## config.mk

```make
export PLATFORM = sky130hd
export DESIGN_NAME = http_request_head_parser
export DESIGN_NICKNAME = d
export VERILOG_FILES = /design/src/hrhp_pkg.sv /design/src/hrhp_parser.sv /design/src/http_request_head_parser.sv
export SDC_FILE = /design/constraint.sdc
export NUM_CORES = 1
export LEC_CHECK = 0
export BUFFER_PORTS_ARGS = -buffer_cell sky130_fd_sc_hd__buf_2
export CORE_ASPECT_RATIO = 0.7
export CORE_MARGIN = 2
export CORE_UTILIZATION = 61
export DETAILED_ROUTE_END_ITERATION = 8
export PLACE_DENSITY = 0.92
export REMOVE_ABC_BUFFERS = 1
export SYNTH_ARGS = -nofsm -noshare
export SYNTH_HDL_FRONTEND = slang
export SYNTH_HIERARCHICAL = 1
export SYNTH_SLANG_ARGS = --single-unit
```

## constraint.sdc

```tcl
create_clock -name clk -period 4.9 [get_ports clk]
set_clock_uncertainty 0.15 [all_clocks]
set_input_delay 0.98 -clock clk [delete_from_list [all_inputs] [get_ports clk]]
set_output_delay 0.98 -clock clk [all_outputs]
set_load 0.005 [all_outputs]
```

## src/hrhp_pkg.sv

```systemverilog
package hrhp_pkg;

  localparam int OffsetWidthDefault = 16;
  localparam int BodyStartWidth = 16;
  localparam int IndexWidth = 4;

  // Fields of one input word.
  typedef struct packed {
    logic [7:0] data_byte;
    logic       last_byte;
  } hrhp_req_t;

  // Fields of one result word.
  typedef struct packed {
    logic [7:0]                echo_byte;
    logic [2:0]                byte_class;
    logic [1:0]                line_event;
    logic                      final_flag;
    logic                      parse_ok;
    logic                      conn_persist;
    logic [BodyStartWidth-1:0] body_start;
  } hrhp_res_t;

  typedef enum logic [3:0] {
    PH_METHOD     = 4'd0,
    PH_PATH       = 4'd1,
    PH_VERSION    = 4'd2,
    PH_RL_CR      = 4'd3,
    PH_NAME       = 4'd4,
    PH_VALUE      = 4'd5,
    PH_CR_BLANK   = 4'd6,
    PH_CR_NOCOLON = 4'd7,
    PH_CR_COLON   = 4'd8,
    PH_BODY       = 4'd9,
    PH_FAILED     = 4'd10
  } hrhp_phase_t;

  typedef enum logic [1:0] {
    ORD_LESS    = 2'd0,
    ORD_EQUAL   = 2'd1,
    ORD_GREATER = 2'd2
  } hrhp_order_t;

  typedef enum logic [1:0] {
    VERDICT_NONE  = 2'd0,
    VERDICT_CLOSE = 2'd1,
    VERDICT_ALIVE = 2'd2,
    VERDICT_OTHER = 2'd3
  } hrhp_verdict_t;

  localparam logic [2:0] CLASS_METHOD = 3'd0;
  localparam logic [2:0] CLASS_PATH   = 3'd1;
  localparam logic [2:0] CLASS_VER    = 3'd2;
  localparam logic [2:0] CLASS_SEP    = 3'd3;
  localparam logic [2:0] CLASS_NAME   = 3'd4;
  localparam logic [2:0] CLASS_VALUE  = 3'd5;
  localparam logic [2:0] CLASS_BODY   = 3'd6;
  localparam logic [2:0] CLASS_IGNORE = 3'd7;

  localparam logic [1:0] EVENT_NONE    = 2'd0;
  localparam logic [1:0] EVENT_KEPT    = 2'd1;
  localparam logic [1:0] EVENT_DROPPED = 2'd2;

  localparam logic [7:0] CHAR_CR    = 8'h0D;
  localparam logic [7:0] CHAR_LF    = 8'h0A;
  localparam logic [7:0] CHAR_COLON = 8'h3A;
  localparam logic [7:0] CHAR_TAB   = 8'h09;
  localparam logic [7:0] CHAR_SP    = 8'h20;

  localparam logic [IndexWidth-1:0] VER_LEN   = 4'd8;
  localparam logic [IndexWidth-1:0] CONN_LEN  = 4'd10;
  localparam logic [IndexWidth-1:0] CLOSE_LEN = 4'd5;
  localparam logic [IndexWidth-1:0] ALIVE_LEN = 4'd10;

  // "HTTP/1.1"
  function automatic logic [7:0] ver_char(input logic [IndexWidth-1:0] idx);
    case (idx)
      4'd0: return 8'h48;
      4'd1: return 8'h54;
      4'd2: return 8'h54;
      4'd3: return 8'h50;
      4'd4: return 8'h2F;
      4'd5: return 8'h31;
      4'd6: return 8'h2E;
      4'd7: return 8'h31;
      default: return 8'h00;
    endcase
  endfunction

  // "Connection"
  function automatic logic [7:0] conn_char(input logic [IndexWidth-1:0] idx);
    case (idx)
      4'd0: return 8'h43;
      4'd1: return 8'h6F;
      4'd2: return 8'h6E;
      4'd3: return 8'h6E;
      4'd4: return 8'h65;
      4'd5: return 8'h63;
      4'd6: return 8'h74;
      4'd7: return 8'h69;
      4'd8: return 8'h6F;
      4'd9: return 8'h6E;
      default: return 8'h00;
    endcase
  endfunction

  // "close"
  function automatic logic [7:0] close_char(input logic [IndexWidth-1:0] idx);
    case (idx)
      4'd0: return 8'h63;
      4'd1: return 8'h6C;
      4'd2: return 8'h6F;
      4'd3: return 8'h73;
      4'd4: return 8'h65;
      default: return 8'h00;
    endcase
  endfunction

  // "keep-alive"
  function automatic logic [7:0] alive_char(input logic [IndexWidth-1:0] idx);
    case (idx)
      4'd0: return 8'h6B;
      4'd1: return 8'h65;
      4'd2: return 8'h65;
      4'd3: return 8'h70;
      4'd4: return 8'h2D;
      4'd5: return 8'h61;
      4'd6: return 8'h6C;
      4'd7: return 8'h69;
      4'd8: return 8'h76;
      4'd9: return 8'h65;
      default: return 8'h00;
    endcase
  endfunction

  function automatic logic [IndexWidth-1:0] idx_inc(input logic [IndexWidth-1:0] v);
    return (v == '1) ? v : v + 1'b1;
  endfunction

endpackage

```

## src/hrhp_parser.sv

```systemverilog
module hrhp_parser
  import hrhp_pkg::*;
#(
  parameter int OFFSET_WIDTH = OffsetWidthDefault
) (
  input  logic      clk,
  input  logic      rst,
  input  logic      step_en,
  input  hrhp_req_t step_in,
  output hrhp_res_t step_out
);

  localparam int ExtWidth = (OFFSET_WIDTH > BodyStartWidth) ? OFFSET_WIDTH : BodyStartWidth;

  hrhp_phase_t             phase, phase_next;
  logic [IndexWidth-1:0]   version_index, version_index_next;
  hrhp_order_t             version_order, version_order_next;
  logic [IndexWidth-1:0]   name_idx, name_idx_next;
  logic                    name_good, name_good_next;
  logic [IndexWidth-1:0]   value_idx, value_idx_next;
  logic                    close_good, close_good_next;
  logic                    alive_good, alive_good_next;
  logic                    conn_seen, conn_seen_next;
  hrhp_verdict_t           verdict, verdict_next;
  logic [OFFSET_WIDTH-1:0] byte_offset, byte_offset_next;
  logic [OFFSET_WIDTH-1:0] line_start, line_start_next;
  logic [OFFSET_WIDTH-1:0] body_offset, body_offset_next;

  logic [7:0]              b;
  logic [OFFSET_WIDTH-1:0] offset_inc;
  logic [OFFSET_WIDTH-1:0] start_sel;
  logic [ExtWidth-1:0]     start_ext;
  logic                    ok;
  logic                    keep;

  assign b = step_in.data_byte;
  assign offset_inc = (byte_offset == '1) ? byte_offset : byte_offset + 1'b1;

  always_comb begin
    phase_next         = phase;
    version_index_next = version_index;
    version_order_next = version_order;
    name_idx_next      = name_idx;
    name_good_next     = name_good;
    value_idx_next     = value_idx;
    close_good_next    = close_good;
    alive_good_next    = alive_good;
    conn_seen_next     = conn_seen;
    verdict_next       = verdict;
    byte_offset_next   = offset_inc;
    line_start_next    = line_start;
    body_offset_next   = body_offset;

    step_out.echo_byte  = b;
    step_out.byte_class = CLASS_IGNORE;
    step_out.line_event = EVENT_NONE;

    case (phase)
      PH_METHOD, PH_PATH: begin
        if (b == CHAR_CR) begin
          step_out.byte_class = CLASS_SEP;
          phase_next = PH_FAILED;
        end else if (b == CHAR_SP) begin
          step_out.byte_class = CLASS_SEP;
          phase_next = (phase == PH_METHOD) ? PH_PATH : PH_VERSION;
        end else begin
          step_out.byte_class = (phase == PH_METHOD) ? CLASS_METHOD : CLASS_PATH;
        end
      end
      PH_VERSION: begin
        if (b == CHAR_CR) begin
          step_out.byte_class = CLASS_SEP;
          phase_next = PH_RL_CR;
        end else begin
          step_out.byte_class = CLASS_VER;
          if (version_order == ORD_EQUAL) begin
            if (version_index >= VER_LEN) begin
              version_order_next = ORD_GREATER;
            end else if (b < ver_char(version_index)) begin
              version_order_next = ORD_LESS;
            end else if (b > ver_char(version_index)) begin
              version_order_next = ORD_GREATER;
            end
          end
          version_index_next = idx_inc(version_index);
        end
      end
      PH_RL_CR: begin
        if (b == CHAR_LF) begin
          step_out.byte_class = CLASS_SEP;
          phase_next      = PH_NAME;
          name_idx_next   = '0;
          name_good_next  = 1'b1;
          line_start_next = offset_inc;
        end else begin
          phase_next = PH_FAILED;
        end
      end
      PH_NAME: begin
        if (b == CHAR_CR) begin
          step_out.byte_class = CLASS_SEP;
          phase_next = (name_idx == '0) ? PH_CR_BLANK : PH_CR_NOCOLON;
        end else if (b == CHAR_COLON) begin
          step_out.byte_class = CLASS_SEP;
          name_good_next  = name_good && (name_idx == CONN_LEN);
          phase_next      = PH_VALUE;
          value_idx_next  = '0;
          close_good_next = 1'b1;
          alive_good_next = 1'b1;
        end else begin
          step_out.byte_class = CLASS_NAME;
          if (name_idx >= CONN_LEN || b != conn_char(name_idx)) begin
            name_good_next = 1'b0;
          end
          name_idx_next = idx_inc(name_idx);
        end
      end
      PH_VALUE: begin
        if (b == CHAR_CR) begin
          step_out.byte_class = CLASS_SEP;
          phase_next = PH_CR_COLON;
        end else begin
          step_out.byte_class = CLASS_VALUE;
          // Blanks ahead of the value are tagged but not matched.
          if (!(value_idx == '0 && (b == CHAR_SP || b == CHAR_TAB))) begin
            if (value_idx >= CLOSE_LEN || b != close_char(value_idx)) begin
              close_good_next = 1'b0;
            end
            if (value_idx >= ALIVE_LEN || b != alive_char(value_idx)) begin
              alive_good_next = 1'b0;
            end
            value_idx_next = idx_inc(value_idx);
          end
        end
      end
      PH_CR_BLANK, PH_CR_NOCOLON, PH_CR_COLON: begin
        if (b == CHAR_LF) begin
          step_out.byte_class = CLASS_SEP;
          if (phase == PH_CR_BLANK) begin
            phase_next       = PH_BODY;
            body_offset_next = offset_inc;
          end else begin
            if (phase == PH_CR_NOCOLON) begin
              step_out.line_event = EVENT_DROPPED;
            end else begin
              step_out.line_event = EVENT_KEPT;
              if (!conn_seen && name_good) begin
                conn_seen_next = 1'b1;
                if (close_good && value_idx == CLOSE_LEN) begin
                  verdict_next = VERDICT_CLOSE;
                end else if (alive_good && value_idx == ALIVE_LEN) begin
                  verdict_next = VERDICT_ALIVE;
                end else begin
                  verdict_next = VERDICT_OTHER;
                end
              end
            end
            phase_next      = PH_NAME;
            name_idx_next   = '0;
            name_good_next  = 1'b1;
            line_start_next = offset_inc;
          end
        end else begin
          // A lone CR ends the headers; the line it sits on becomes body.
          step_out.byte_class = CLASS_BODY;
          phase_next       = PH_BODY;
          body_offset_next = line_start;
        end
      end
      PH_BODY: begin
        step_out.byte_class = CLASS_BODY;
      end
      default: begin
        step_out.byte_class = CLASS_IGNORE;
      end
    endcase

    // Closing figures are taken from the state after this byte.
    ok   = phase_next inside {[PH_NAME:PH_BODY]};
    keep = (version_order_next == ORD_GREATER) ||
           (version_order_next == ORD_EQUAL && version_index_next >= VER_LEN);
    if (conn_seen_next && verdict_next == VERDICT_CLOSE) begin
      keep = 1'b0;
    end else if (conn_seen_next && verdict_next == VERDICT_ALIVE) begin
      keep = 1'b1;
    end
    start_sel = (phase_next == PH_BODY) ? body_offset_next : line_start_next;
    start_ext = ExtWidth'(start_sel);

    step_out.final_flag   = step_in.last_byte;
    step_out.parse_ok     = step_in.last_byte && ok;
    step_out.conn_persist = step_in.last_byte && ok && keep;
    if (step_in.last_byte && ok) begin
      step_out.body_start = (start_ext > ExtWidth'({BodyStartWidth{1'b1}})) ?
                            '1 : start_ext[BodyStartWidth-1:0];
    end else begin
      step_out.body_start = '0;
    end
  end

  always_ff @(posedge clk) begin
    if (rst || (step_en && step_in.last_byte)) begin
      phase         <= PH_METHOD;
      version_index <= '0;
      version_order <= ORD_EQUAL;
      name_idx      <= '0;
      name_good     <= 1'b1;
      value_idx     <= '0;
      close_good    <= 1'b1;
      alive_good    <= 1'b1;
      conn_seen     <= 1'b0;
      verdict       <= VERDICT_NONE;
      byte_offset   <= '0;
      line_start    <= '0;
      body_offset   <= '0;
    end else if (step_en) begin
      phase         <= phase_next;
      version_index <= version_index_next;
      version_order <= version_order_next;
      name_idx      <= name_idx_next;
      name_good     <= name_good_next;
      value_idx     <= value_idx_next;
      close_good    <= close_good_next;
      alive_good    <= alive_good_next;
      conn_seen     <= conn_seen_next;
      verdict       <= verdict_next;
      byte_offset   <= byte_offset_next;
      line_start    <= line_start_next;
      body_offset   <= body_offset_next;
    end
  end

endmodule

```

## src/http_request_head_parser.sv

```systemverilog
// Result words are registered: the output register takes them, or the skid word
// while it is held. Throughput: one byte per cycle, set by the hrhp_parser state
// update, while the skid word is empty; once it is full, req_stall holds the input.
// Reset (rst, synchronous, active high) empties both buffers and puts the parser
// back at the start of a request, the same state it returns to after a last byte.
module http_request_head_parser
  import hrhp_pkg::*;
#(
  parameter int OFFSET_WIDTH = OffsetWidthDefault
) (
  input  logic      clk,
  input  logic      rst,
  input  logic      req_valid,
  output logic      req_stall,
  input  hrhp_req_t req_word,
  output logic      res_valid,
  input  logic      res_stall,
  output hrhp_res_t res_word
);

  logic      accept_in;
  logic      take_out;
  logic      skid_valid;
  hrhp_res_t skid_word;
  hrhp_res_t step_word;

  // The parser state advances only on an accepted byte.
  assign req_stall = skid_valid;
  assign accept_in = req_valid && !req_stall;
  assign take_out  = res_valid && !res_stall;

  hrhp_parser #(
    .OFFSET_WIDTH(OFFSET_WIDTH)
  ) u_parser (
    .clk      (clk),
    .rst      (rst),
    .step_en  (accept_in),
    .step_in  (req_word),
    .step_out (step_word)
  );

  // Control: the output register refills from the skid word first, then from the
  // parser. The skid word only fills when the output register is held.
  always_ff @(posedge clk) begin
    if (rst) begin
      res_valid  <= 1'b0;
      skid_valid <= 1'b0;
    end else if (take_out || !res_valid) begin
      if (skid_valid) begin
        res_valid  <= 1'b1;
        skid_valid <= 1'b0;
      end else begin
        res_valid <= accept_in;
      end
    end else if (accept_in) begin
      skid_valid <= 1'b1;
    end
  end

  // Payload registers carry no reset.
  always_ff @(posedge clk) begin
    if (take_out || !res_valid) begin
      if (skid_valid) begin
        res_word <= skid_word;
      end else if (accept_in) begin
        res_word <= step_word;
      end
    end else if (accept_in) begin
      skid_word <= step_word;
    end
  end

`ifndef SYNTHESIS
  // The skid word is only ever occupied behind a full output register.
  a_skid_behind_out: assert property (@(posedge clk) disable iff (rst)
    skid_valid |-> res_valid)
    else $error("skid word held while output register empty");

  // A byte accepted against a held output lands in the skid word.
  a_skid_fill: assert property (@(posedge clk) disable iff (rst)
    (accept_in && res_valid && res_stall) |=> skid_valid)
    else $error("accepted byte not captured while output stalled");

  // Closing figures are zero except on the last result of a request.
  a_final_fields: assert property (@(posedge clk) disable iff (rst)
    (res_valid && !res_word.final_flag) |->
      (!res_word.parse_ok && !res_word.conn_persist && res_word.body_start == '0))
    else $error("closing figures set on a non-final result");

  // A connection may only be kept when the request line parsed.
  a_keep_needs_ok: assert property (@(posedge clk) disable iff (rst)
    (res_valid && res_word.conn_persist) |-> res_word.parse_ok)
    else $error("persistence flag set on a failed request");
`endif

endmodule

```

==> run metrics <==
status finished clean; Worst slew margin 0.4320; CP arrival 4300 ps; Worst setup SP type input pin; Post-layout nets 968; Max Slew Vio Count 0; #FFs+latches synth 159; Leak Pwr 3.643 nW; Synth top area share 0.2155; fraction of registers with async set/reset 0; HP Class reg2reg; Placeable Area 0.01410 mm²; Mapped Cells 913; global routing usage on met3 0.08603; vias per std cell 6.434; CTS buffer count 17; sequential area share after synthesis 0.4289; post-cts resize count 0; CP cell instances buf_2 -> nor4bb_1 -> nand3_1 -> o31ai_2 -> buf_4 -> a211oi_1 -> nor2_1 -> inv_1 -> ha_1 -> mux2_2 -> o21ai_0; drt pass-1 iters 7; Buffers & Inverters on Critical Path 3; Max Cap Viol 0; crit-path max FO 11; Post-DRT Antenna Nets 0; die width 148.5 µm; Die H 105.2 µm; WL final 21890 µm; synth unique cells 86; H-tree depth 4; clk slew on worst S/H paths 60 ps; # diodes 0; # fillers 988; global routing usage on met1 0.3950; final hold slack 332.2 ps; TritonCTS sink count 159; Tot GR Track Use 0.2854; Die ar. 0.01561 mm²; Worst path max stage delay 580 ps; worst skew pair latency 430 ps; initial antenna violation count 0; sequential cell area 0.003825 mm²; multi-input logic area 0.004599 mm²; PwrDens 312.5 mW/mm²; cell area after synthesis 0.008916 mm²; cell family with most CP delay simple AND/OR/NAND/NOR gates; final worst path period share 0.8359; Hold Fails Final Rpt 0; data required time of the critical path 5110 ps; EDFF count, synth 64; layout cell share with drive strength beyond 1 0.1766; Pwr Total 0.003043 W; Root Driver clkbuf_16; IO Pins 47; Post-DP HPWL 14040 µm; area delta synth->final 9.206%; met2 Use GR 0.4276; grt peak-use layer met2; Residual DRC 0; # Post-CTS Setup Buffers 0; Crit-path slowest cell nor4bb_1; Avg Cell Area, Syn 9.766 µm²; Port Buffer Count 46; endpoint type of the worst setup path flop; Max Clock Freq 0.2442 GHz; Synth area leader edfxtp_1; vias in the first global route 6751; hold_buf cts 0; most area-consuming cells after synthesis edfxtp_1, dfxtp_1, nor2_1; DRT iter0 DRCs 958; fin crit period 4096 ps; Initial Util 0.6324; Routability Congestion 0.9183; critical path class in2reg; CTS tree done; Via Count 7270; Worst-Margin Slew 850.8 ps; unrepaired setup endpoints after global routing false; GRT Residual Overflow 0; Synth Warn # 6; global-route wire length before repair 35090 µm; pin count of the biggest net entering global routing 42; maximum vdd drop 0.0002929 V; clk buf depth 2; Setup-failing EPs final 0; Synth Flop Type dfxtp_1; Routed WL per cell 19.37 µm; row cnt 36
routing by layer:
layer,part of all wire,vias to the layer above
met2,0.44,455
li1,-,3342
met3,0.12,62
met5,0,-
met1,0.42,3411
met4,0.022,0
placed cells by master, fill, tap and decap left out, types with 8 or more instances in the layout:
| cell type | Yosys | final |
|---|---|---|
| xnor2_1 | 11 | 11 |
| buf_2 | 5 | 46 |
| nand2b_1 | 13 | 13 |
| edfxtp_1 | 64 | 64 |
| o31ai_1 | 9 | 9 |
| ha_1 | 28 | 28 |
| clkbuf_16 | 0 | 17 |
| nand4_1 | 19 | 19 |
| inv_1 | 29 | 29 |
| nand2_1 | 60 | 60 |
| dfxtp_1 | 95 | 94 |
| nand3_1 | 22 | 22 |
| mux2_4 | 29 | 29 |
| nor2b_1 | 11 | 10 |
| a211oi_1 | 10 | 10 |
| mux2_2 | 9 | 9 |
| xor2_1 | 23 | 23 |
| nor4_1 | 9 | 9 |
| nor3_1 | 19 | 19 |
| mux2i_1 | 33 | 33 |
| buf_4 | 12 | 17 |
| a21oi_1 | 49 | 48 |
| a32oi_1 | 8 | 8 |
| nor2_1 | 117 | 117 |
| o21ai_0 | 40 | 40 |
final timing paths:
path	startpoint	cells after the start	slack [ps]	to
setup / recovery	req_word[6]	11	800	flop
hold / removal	u_parser/body_offset[0]$_SDFFE_PP0P_	2	330	u_parser/body_offset[0]$_SDFFE_PP0P_
setup reg to reg	u_parser/phase[3]$_SDFFE_PP0P_	7	960	res_word[16]$_DFFE_PP_
hold reg to reg	u_parser/body_offset[0]$_SDFFE_PP0P_	2	330	u_parser/body_offset[0]$_SDFFE_PP0P_
worst min-delay path, delay by kind of cell (launching register included):
kind | cells | cell delay (ps)
and+or+nand+nor | 1 | 70
AOI/OAI and AO/OA | 1 | 60
DFF | 1 | 310
metrics by stage:
| stage | setup WS (ps) | setup TNS, ps | area [µm²] | utilization | cells |
|---|---|---|---|---|---|
| detailed placement | 574.1 | 0 | 9129 | 0.6475 | 1098 |
| CTS | 880.3 | 0 | 9737 | 0.6906 | 1130 |
| global route | 631.2 | 0 | 9737 | 0.6906 | 1130 |
| floorplan | -928.3 | -11070 | 8519 | - | 845 |
| global placement | 687.6 | 0 | 9129 | 0.6475 | 1098 |
| finish | 804.2 | 0 | 9737 | 0.6906 | 1130 |
report_power, final:
part,switching (W),internal (W),leakage [nW]
Clock,0.000547,0.000826,0.296
Sequential,0.0000221,0.00141,1.37
Combinational,0.000150,0.0000880,1.97
synth_stat cells, drive strengths merged, types with 3 or more instances:
| cell type | number |
|---|---|
| a221oi | 3 |
| nand4 | 19 |
| or3 | 6 |
| and3 | 6 |
| nor2b | 11 |
| buf | 30 |
| a31oi | 5 |
| nor4 | 10 |
| a21o | 6 |
| nand2b | 13 |
| o211ai | 4 |
| a31o | 4 |
| inv | 29 |
| a32o | 3 |
| mux2 | 41 |
| and2 | 8 |
| xnor2 | 11 |
| a311oi | 4 |
| o21ai | 45 |
| or2 | 3 |
| clkbuf | 38 |
| dfxtp | 95 |
| nor4b | 4 |
| or4b | 4 |
| nand2 | 61 |
| a32oi | 8 |
| edfxtp | 64 |
| nor3 | 19 |
| nor3b | 7 |
| a211oi | 15 |
| or4 | 6 |
| mux2i | 33 |
| ha | 28 |
| nor2 | 118 |
| nand4b | 3 |
| a21oi | 51 |
| nand3 | 22 |
| nand3b | 4 |
| xor2 | 23 |
| o21a | 6 |
| o31ai | 11 |
| o22ai | 3 |
logic make-up after synthesis:
| group | Yosys count | synth area share |
|---|---|---|
| adder cells (fa/ha/maj) | 28 | 0.03929 |
| XOR/XNOR | 34 | 0.03340 |
| buffers and inverters | 97 | 0.05669 |
| AO/OA/AOI/OAI | 186 | 0.1450 |
| AND/OR/NAND/NOR | 335 | 0.1958 |
| flip-flops | 159 | 0.4289 |
| multiplexers | 74 | 0.1010 |
final cells by class:
| type | count | share of cell area |
|---|---|---|
| clock buffer | 22 | 0.04665 |
| sequential | 159 | 0.3928 |
| multi-input combinational | 657 | 0.4724 |
| clock inverter | 10 | 0.01581 |
| inverter | 29 | 0.01118 |
| timing repair buffer | 63 | 0.03675 |
| tap | 190 | 0.02442 |
Note: power is estimated with default switching activity, not from simulation.
